File: src/rtl/core/qsed_pkg.sv
`timescale 1ns / 1ps
// ----------------------------------------------------------------------------
// qsed_pkg
// Types and constants shared by the quoted string escape decoder.
// ----------------------------------------------------------------------------
package qsed_pkg;

   typedef enum logic [2:0] {
      MODE_IDLE  = 3'd0,
      MODE_STR   = 3'd1,
      MODE_ESC   = 3'd2,
      MODE_CODE  = 3'd3,
      MODE_CONT  = 3'd4,
      MODE_WS    = 3'd5,
      MODE_LINE  = 3'd6,
      MODE_BLOCK = 3'd7
   } mode_type;

   typedef enum logic [1:0] {
      ERR_EOF  = 2'd0,
      ERR_NL   = 2'd1,
      ERR_CODE = 2'd2,
      ERR_ESC  = 2'd3
   } err_type;

   typedef struct packed {
      mode_type   mode;
      logic       high_mask_on;
      logic [7:0] code_accum;
      logic       colon_seen;
      logic       last_was_star;
   } state_type;

   typedef struct packed {
      logic [7:0] out_char;
      logic       is_last;
      logic       byte_taken;
      logic       is_error;
      err_type    error_kind;
   } result_type;

   localparam state_type STATE_RESET = '{
      mode: MODE_IDLE, high_mask_on: 1'b0, code_accum: 8'd0,
      colon_seen: 1'b0, last_was_star: 1'b0
   };

   localparam int DATA_IN_W  = 16;
   localparam int DATA_OUT_W = 8;
   localparam int USER_OUT_W = 4;

   localparam logic [7:0] CH_EOF    = 8'd0;
   localparam logic [7:0] CH_TAB    = 8'd9;
   localparam logic [7:0] CH_LF     = 8'd10;
   localparam logic [7:0] CH_CR     = 8'd13;
   localparam logic [7:0] CH_SPACE  = 8'd32;
   localparam logic [7:0] CH_QUOTE  = 8'd34;
   localparam logic [7:0] CH_LPAR   = 8'd40;
   localparam logic [7:0] CH_RPAR   = 8'd41;
   localparam logic [7:0] CH_STAR   = 8'd42;
   localparam logic [7:0] CH_MINUS  = 8'd45;
   localparam logic [7:0] CH_DOT    = 8'd46;
   localparam logic [7:0] CH_SLASH  = 8'd47;
   localparam logic [7:0] CH_ZERO   = 8'd48;
   localparam logic [7:0] CH_NINE   = 8'd57;
   localparam logic [7:0] CH_COLON  = 8'd58;
   localparam logic [7:0] CH_LT     = 8'd60;
   localparam logic [7:0] CH_EQ     = 8'd61;
   localparam logic [7:0] CH_GT     = 8'd62;
   localparam logic [7:0] CH_LBRK   = 8'd91;
   localparam logic [7:0] CH_BSLASH = 8'd92;
   localparam logic [7:0] CH_RBRK   = 8'd93;
   localparam logic [7:0] CH_B      = 8'd98;
   localparam logic [7:0] CH_N      = 8'd110;
   localparam logic [7:0] CH_T      = 8'd116;
   localparam logic [7:0] CH_LBRACE = 8'd123;
   localparam logic [7:0] CH_RBRACE = 8'd125;
   localparam logic [7:0] CH_HIGH   = 8'd128;

   localparam logic [7:0] GC_LBRK   = 8'd16;
   localparam logic [7:0] GC_RBRK   = 8'd17;
   localparam logic [7:0] GC_DIGIT0 = 8'd18;
   localparam logic [7:0] GC_DOT    = 8'd28;
   localparam logic [7:0] GC_LT     = 8'd29;
   localparam logic [7:0] GC_MINUS  = 8'd30;
   localparam logic [7:0] GC_GT     = 8'd31;
   localparam logic [7:0] GC_LPAR   = 8'd128;
   localparam logic [7:0] GC_EQ     = 8'd129;
   localparam logic [7:0] GC_RPAR   = 8'd130;
   localparam logic [7:0] CODE_MAX  = 8'd255;

endpackage

File: src/rtl/core/quoted_string_escape_decoder.sv
`timescale 1ns / 1ps
// ----------------------------------------------------------------------------
// quoted_string_escape_decoder
// Decodes one quoted string literal from a byte stream into characters.
// ----------------------------------------------------------------------------
// The block takes one source byte per item, together with the byte after it,
// starting with the opening quote, and returns zero or one result item per
// input item. It accepts a new item in every cycle while the output register
// is empty or its item is being taken; the result of an item appears on the
// result channel in the cycle after the item is accepted. While a result waits
// in the output register and the result channel stalls, input items are held
// off. The decoder state register, updated once per accepted item, sets this
// rate. A result with tlast high carries the zero terminator and marks its
// source byte as not consumed; error results return the block to idle.
module quoted_string_escape_decoder
   import qsed_pkg::*;
(
   input  logic                  clock,
   input  logic                  reset,
   input  logic                  req_tvalid,
   output logic                  req_tready,
   // src_byte [7:0], peek_byte [15:8]
   input  logic [DATA_IN_W-1:0]  req_tdata,
   output logic                  rsp_tvalid,
   input  logic                  rsp_tready,
   // out_char [7:0]
   output logic [DATA_OUT_W-1:0] rsp_tdata,
   // is_last
   output logic                  rsp_tlast,
   // byte_taken [0], is_error [1], error_kind [3:2]
   output logic [USER_OUT_W-1:0] rsp_tuser
);

   state_type  state_ff, state_in;
   logic       rsp_valid_ff, rsp_valid_in;
   result_type rsp_ff, rsp_in;
   logic       accept;
   logic       step_valid;

   assign req_tready = !rsp_valid_ff || rsp_tready;
   assign accept     = req_tvalid && req_tready;

   qsed_step u_step (
      .state_cur (state_ff),
      .src_byte  (req_tdata[7:0]),
      .peek_byte (req_tdata[15:8]),
      .state_nxt (state_in),
      .res_valid (step_valid),
      .res       (rsp_in)
   );

   assign rsp_valid_in = accept ? step_valid : (rsp_valid_ff && !rsp_tready);

   always_ff @(posedge clock) begin
      if (reset) begin
         state_ff     <= STATE_RESET;
         rsp_valid_ff <= 1'b0;
      end else begin
         if (accept) begin
            state_ff <= state_in;
         end
         rsp_valid_ff <= rsp_valid_in;
      end
   end

   always_ff @(posedge clock) begin
      if (accept && step_valid) begin
         rsp_ff <= rsp_in;
      end
   end

   assign rsp_tvalid = rsp_valid_ff;
   assign rsp_tdata  = rsp_ff.out_char;
   assign rsp_tlast  = rsp_ff.is_last;
   assign rsp_tuser  = {rsp_ff.error_kind, rsp_ff.is_error, rsp_ff.byte_taken};

   a_err_idle: assert property (@(posedge clock) disable iff (reset)
      accept && step_valid && rsp_in.is_error |=> state_ff.mode == MODE_IDLE)
      else $error("error result did not return the decoder to idle");

   a_last_idle: assert property (@(posedge clock) disable iff (reset)
      accept && step_valid && rsp_in.is_last |=> state_ff.mode == MODE_IDLE)
      else $error("terminator did not return the decoder to idle");

   a_err_not_last: assert property (@(posedge clock) disable iff (reset)
      rsp_valid_ff |-> !(rsp_ff.is_last && rsp_ff.is_error))
      else $error("result is both terminator and error");

   a_untaken_last: assert property (@(posedge clock) disable iff (reset)
      rsp_valid_ff && !rsp_ff.byte_taken |-> rsp_ff.is_last && rsp_ff.out_char == 8'd0)
      else $error("unconsumed byte on a result that is not the terminator");

   a_kind_clear: assert property (@(posedge clock) disable iff (reset)
      rsp_valid_ff && !rsp_ff.is_error |-> rsp_ff.error_kind == ERR_EOF)
      else $error("error kind set without an error");

endmodule

File: src/rtl/core/qsed_step.sv
`timescale 1ns / 1ps
// ----------------------------------------------------------------------------
// qsed_step
// Next-state and result logic for one source byte of the string decoder.
// ----------------------------------------------------------------------------
module qsed_step
   import qsed_pkg::*;
(
   input  state_type  state_cur,
   input  logic [7:0] src_byte,
   input  logic [7:0] peek_byte,
   output state_type  state_nxt,
   output logic       res_valid,
   output result_type res
);

   localparam result_type RES_NONE = '{
      out_char: 8'd0, is_last: 1'b0, byte_taken: 1'b1, is_error: 1'b0,
      error_kind: ERR_EOF
   };
   localparam result_type RES_FINISH = '{
      out_char: 8'd0, is_last: 1'b1, byte_taken: 1'b0, is_error: 1'b0,
      error_kind: ERR_EOF
   };

   state_type  str_state;
   logic       str_valid;
   result_type str_res;
   logic [7:0] mask;
   logic       is_digit;
   logic [7:0] digit;
   logic [11:0] code_sum;

   assign mask     = state_cur.high_mask_on ? CH_HIGH : 8'd0;
   assign is_digit = (src_byte >= CH_ZERO) && (src_byte <= CH_NINE);
   assign digit    = src_byte - CH_ZERO;
   assign code_sum = {1'b0, state_cur.code_accum, 3'd0}
                   + {3'd0, state_cur.code_accum, 1'b0}
                   + {4'd0, digit};

   function automatic result_type fail_res(input err_type kind);
      result_type r;
      r            = RES_NONE;
      r.is_error   = 1'b1;
      r.error_kind = kind;
      return r;
   endfunction

   function automatic result_type char_res(input logic [7:0] ch);
      result_type r;
      r          = RES_NONE;
      r.out_char = ch;
      return r;
   endfunction

   // Handling of a byte inside the string body, shared by the string and
   // continuation modes.
   always_comb begin
      str_state      = state_cur;
      str_state.mode = MODE_STR;
      str_valid      = 1'b0;
      str_res        = RES_NONE;
      if (src_byte == CH_EOF) begin
         str_state = STATE_RESET;
         str_valid = 1'b1;
         str_res   = fail_res(ERR_EOF);
      end else if (src_byte == CH_LF) begin
         str_state = STATE_RESET;
         str_valid = 1'b1;
         str_res   = fail_res(ERR_NL);
      end else if (src_byte == CH_CR) begin
         str_valid = 1'b0;
      end else if (src_byte == CH_BSLASH) begin
         str_state.mode = MODE_ESC;
      end else if (src_byte == CH_QUOTE) begin
         str_state.high_mask_on = 1'b0;
         str_state.colon_seen   = 1'b0;
         str_state.mode         = MODE_WS;
      end else begin
         str_valid = 1'b1;
         str_res   = char_res(src_byte | mask);
      end
   end

   always_comb begin
      state_nxt = state_cur;
      res_valid = 1'b0;
      res       = RES_NONE;
      case (state_cur.mode)
         MODE_IDLE: begin
            state_nxt      = STATE_RESET;
            state_nxt.mode = MODE_STR;
         end
         MODE_STR: begin
            state_nxt = str_state;
            res_valid = str_valid;
            res       = str_res;
         end
         MODE_ESC: begin
            state_nxt.mode = MODE_STR;
            res_valid      = 1'b1;
            if (src_byte == CH_EOF) begin
               state_nxt = STATE_RESET;
               res       = fail_res(ERR_EOF);
            end else if (is_digit) begin
               res = char_res(src_byte - (CH_ZERO - GC_DIGIT0));
            end else begin
               case (src_byte)
                  CH_N:      res = char_res(CH_LF);
                  CH_T:      res = char_res(CH_TAB);
                  CH_QUOTE:  res = char_res(CH_QUOTE | mask);
                  CH_BSLASH: res = char_res(CH_BSLASH | mask);
                  CH_DOT:    res = char_res(GC_DOT | mask);
                  CH_LBRK:   res = char_res(GC_LBRK);
                  CH_RBRK:   res = char_res(GC_RBRK);
                  CH_LT:     res = char_res(GC_LT);
                  CH_MINUS:  res = char_res(GC_MINUS);
                  CH_GT:     res = char_res(GC_GT);
                  CH_LPAR:   res = char_res(GC_LPAR);
                  CH_EQ:     res = char_res(GC_EQ);
                  CH_RPAR:   res = char_res(GC_RPAR);
                  CH_B: begin
                     state_nxt.high_mask_on = ~state_cur.high_mask_on;
                     res_valid              = 1'b0;
                  end
                  CH_LF, CH_CR: begin
                     state_nxt.mode = MODE_CONT;
                     res_valid      = 1'b0;
                  end
                  CH_LBRACE: begin
                     state_nxt.code_accum = 8'd0;
                     state_nxt.mode       = MODE_CODE;
                     res_valid            = 1'b0;
                  end
                  default: begin
                     state_nxt = STATE_RESET;
                     res       = fail_res(ERR_ESC);
                  end
               endcase
            end
         end
         MODE_CODE: begin
            if (src_byte == CH_RBRACE) begin
               state_nxt.mode = MODE_STR;
               res_valid      = 1'b1;
               res            = char_res(state_cur.code_accum);
            end else if (!is_digit || (code_sum > {4'd0, CODE_MAX})) begin
               state_nxt = STATE_RESET;
               res_valid = 1'b1;
               res       = fail_res(ERR_CODE);
            end else begin
               state_nxt.code_accum = code_sum[7:0];
            end
         end
         MODE_CONT: begin
            if ((src_byte != CH_LF) && (src_byte != CH_CR)) begin
               state_nxt = str_state;
               res_valid = str_valid;
               res       = str_res;
            end
         end
         MODE_WS: begin
            if (src_byte == CH_EOF) begin
               state_nxt = STATE_RESET;
               res_valid = 1'b1;
               res       = RES_FINISH;
            end else if ((src_byte <= CH_SPACE) || (src_byte >= CH_HIGH)) begin
               res_valid = 1'b0;
            end else if ((src_byte == CH_SLASH) && (peek_byte == CH_SLASH)) begin
               state_nxt.mode = MODE_LINE;
            end else if ((src_byte == CH_SLASH) && (peek_byte == CH_STAR)) begin
               state_nxt.mode          = MODE_BLOCK;
               state_nxt.last_was_star = 1'b0;
            end else if ((src_byte == CH_COLON) && !state_cur.colon_seen) begin
               state_nxt.colon_seen = 1'b1;
               res_valid            = 1'b1;
               res                  = char_res(8'd0);
            end else if (src_byte == CH_QUOTE) begin
               state_nxt.colon_seen = 1'b0;
               state_nxt.mode       = MODE_STR;
            end else begin
               state_nxt = STATE_RESET;
               res_valid = 1'b1;
               res       = RES_FINISH;
            end
         end
         MODE_LINE: begin
            if (src_byte == CH_EOF) begin
               state_nxt = STATE_RESET;
               res_valid = 1'b1;
               res       = RES_FINISH;
            end else if (src_byte == CH_LF) begin
               state_nxt.mode = MODE_WS;
            end
         end
         MODE_BLOCK: begin
            if (src_byte == CH_EOF) begin
               state_nxt = STATE_RESET;
               res_valid = 1'b1;
               res       = RES_FINISH;
            end else if (state_cur.last_was_star && (src_byte == CH_SLASH)) begin
               state_nxt.last_was_star = 1'b0;
               state_nxt.mode          = MODE_WS;
            end else begin
               state_nxt.last_was_star = (src_byte == CH_STAR);
            end
         end
         default: begin
            state_nxt = STATE_RESET;
         end
      endcase
   end

endmodule

File: config.mk
export PLATFORM = sky130hd
export DESIGN_NAME = quoted_string_escape_decoder
export DESIGN_NICKNAME = d
export VERILOG_FILES = /design/src/rtl/core/qsed_pkg.sv /design/src/rtl/core/quoted_string_escape_decoder.sv /design/src/rtl/core/qsed_step.sv
export SDC_FILE = /design/constraint.sdc
export NUM_CORES = 1
export LEC_CHECK = 0
export ABC_AREA = 1
export BUFFER_PORTS_ARGS = -buffer_cell sky130_fd_sc_hd__buf_2
export CAP_MARGIN = 25
export CORE_MARGIN = 2
export CORE_UTILIZATION = 46
export CTS_CLUSTER_SIZE = 8
export DETAILED_ROUTE_END_ITERATION = 8
export PLACE_DENSITY_LB_ADDON = 0.2
export SETUP_SLACK_MARGIN = 0.05
export SLEW_MARGIN = 30
export SYNTH_ARGS = -nofsm -noshare
export SYNTH_HDL_FRONTEND = slang
export SYNTH_SLANG_ARGS = --single-unit
File: constraint.sdc
create_clock -name clock -period 9.11 [get_ports clock]
set_clock_uncertainty 0.15 [all_clocks]
set_input_delay 0.4555 -clock clock [delete_from_list [all_inputs] [get_ports clock]]
set_output_delay 0.4555 -clock clock [all_outputs]
set_load 0.1 [all_outputs]
==> qor.yml <==
clock_tree:
  clock_latency_ns: 0.28
  htree_num_levels: 1
  clk_path_buf_depth: 2
  cts_resized: 0
  cts-hold-fix-buffers: 0
  clk_pin_slew_worst_paths_ns: 0.11
  postCtsSetupBuffers: 0
  cts_tree: "done"
  cts_made_buffers: 3
  cts-root-buf: "clkbuf_8"
  clock_sinks: 28
layout:
  stdcell_area_um2: 3687
  drive_above_1_share_pct: 18.81
  diodes: 0
  fin_nets: 597
  finalNonFillerCells: 652
  area_growth_pct: 9.027
global_routing:
  antenna_found_initial: 0
  overflow: 0
  grt_max_degree: 17
  grt_usage_pct: 23.54
  grt_pass1_vias: 3204
  grt_pass1_wl_um: 15480
synthesis:
  synth_edf_count: 13
  avgSynthCellArea_um2: 6.491
  synth_top_area_share_pct: 13.76
  synth.area.top_cells: "nand2_1 14%, edfxtp_1 12%, nor2_1 9.4%"
  synth_top_area_cell: "nand2_1"
  yosys_warnings: 0
  async_flop_share_pct: 0
  synth_common_cells: "124 x nand2_1, 85 x nor2_1, 71 x inv_1"
  synth_seq_cells: 28
  syn_inst: 521
  ys.flop_type: "dfxtp_1"
  seq_area_frac_synth_pct: 20.42
  yosysMostFrequentCell: "nand2_1"
  netlist_area_um2: 3382
  synth.net_count: 564
  ys_types: 38
power_and_ir_drop:
  p_leak_nw: 1.933
  irDropWorstVdd_mv: 0.08590
  p_per_area_nw_per_um2: 141.2
timing:
  max-slew-margin-rel_pct: 59.86
  rsz0062_at_grt: "false"
  setup_ws_ns: 5.754
  setup_violations: 0
  fin_crit_ns: 3.356
  setup_tns_ns: 0
  worst_slew_pin_slew_ns: 0.5988
  fin_crit_sh_pct: 36.84
  slew_viol_final: 0
  clock.fmax_mhz: 298.0
  finalHoldViolations: 0
routing:
  drt_first_pass_iters: 5
  ant_nets: 0
  routedWlPerCell_um: 14.46
  vias: 3409
  routed_wirelength_um: 9431
  drt_iter0_drc: 377
  viasPerCell: 5.229
  drc: 0
die:
  coreArea_um2: 7176
  core.rowCount: 31
  die-area_um2: 8054
  die_h_um: 89.75
  io_pins: 35
  start_util_pct: 47.13
  fp.dieW_um: 89.75
worst_hold_path:
  hold_path_class: "in2reg"
placement:
  gp_congestion: 0.9266
  placed_cells: 648
  place.port_buffers: 34
  place_ws_ns: 5.474
  dpl.hpwl_um: 7878
  post_dp_cell_area_um2: 3616
outcome:
  status: "completed"
setup_path:
  crit_chain: "buf_2, a21oi_1, xor2_1, fa_1, ha_1, nand2_1, inv_1, a21oi_1, nand2_1, nand2_1, nand2_1, nor2_1, nand2_1, nand2_1, nand3_1, nand2_1, inv_1"
  crit_buf_inv: 3
  crit_type: "in2reg"
  start_kind: "input port"
  cpMostUsedCell: "nand2_1"
  worstSetupEndpointType: "flip-flop"
  crit_family: "simple AND/OR/NAND/NOR gates"
  slowest_delay_ns: 0.46
  slowest_stage: "fa_1"
  path_max_fanout: 13
  worstPathArrival_ns: 3.19
  required_ns: 8.94
  r2r_slack_ns: 5.96
flow_run:
  maxCapViolations: 0
==> flip-flops by register name, summed over array words and instances, names as in the netlist <==
register    count
rsp_tdata       8
rsp_tlast       1
rsp_tvalid      1
state_ff       14
rsp_tuser       4
==> per-layer routing <==
metal | GRT usage, % | vias to the layer above | wire length, um
met5 | 0 | - | 0
met4 | 7.051 | 0 | 220
li1 | - | 1734 | -
met2 | 37.94 | 134 | 4132
met1 | 33.51 | 1523 | 4420
met3 | 2.347 | 18 | 658
==> final cells by class <==
type	count	area [um2]
clock buffer	3	41.29
sequential	28	690.7
tap	99	123.9
multi-input combinational	404	2317
inverter	83	314.1
fill	752	3488
clock inverter	1	30.03
timing repair buffer	34	170.2
==> report_power, final <==
part	internal (mW)	total (mW)	leakage (nW)	switching, mW
clock	0.0589	0.100	0.0357	0.0416
sequential	0.150	0.161	0.246	0.0109
combinational	0.0728	0.260	1.65	0.187
==> stage by stage <==
stage	util (%)	hold slack (ns)	power (mW)
2_1_floorplan	-	0.2926	0.3711
3_3_place_gp	50.39	0.3255	0.4194
3_5_place_dp	50.39	0.3261	0.4200
4_1_cts	51.39	0.2220	0.5197
5_1_grt	51.39	0.2345	0.5552
6_report	51.39	0.2194	0.5207
==> cell families after synthesis <==
group / Yosys count / share of synthesized area [%]
and+or+nand+nor: 323 / 47.72
buffers and inverters: 89 / 11.06
AOI/OAI and AO/OA: 52 / 9.397
DFF: 28 / 20.42
adders and majority gates: 23 / 9.841
xor gates and xnor gates: 6 / 1.554
==> path summary, 6_finish.rpt <==
kind	from	to	depth (start not counted)
min reg2reg	state_ff[1]$_SDFFE_PP0P_	state_ff[1]$_SDFFE_PP0P_	2
max reg2reg	state_ff[2]$_SDFFE_PP0P_	rsp_tdata[4]$_DFFE_PP_	16
max	req_tdata[6]	rsp_tdata[4]$_DFFE_PP_	17
min	reset	rsp_tvalid$_SDFF_PP0_	2
==> cell usage in the layout, fill, tap and decap left out, types with 3 or more instances in the layout <==
master / n
a21oi_1: 16
buf_2: 34
clkbuf_8: 3
dfxtp_1: 15
edfxtp_1: 13
fa_1: 6
ha_1: 17
inv_1: 71
inv_2: 11
nand2_1: 124
nand2_2: 12
nand2_4: 10
nand3_1: 36
nand3_2: 4
nand3b_1: 3
nand4_1: 9
nor2_1: 85
nor2_2: 9
nor2_4: 8
nor3_1: 15
nor3_2: 3
o21ai_0: 17
o221ai_1: 7
xnor2_1: 5
Power figures use the tool's default switching activity.
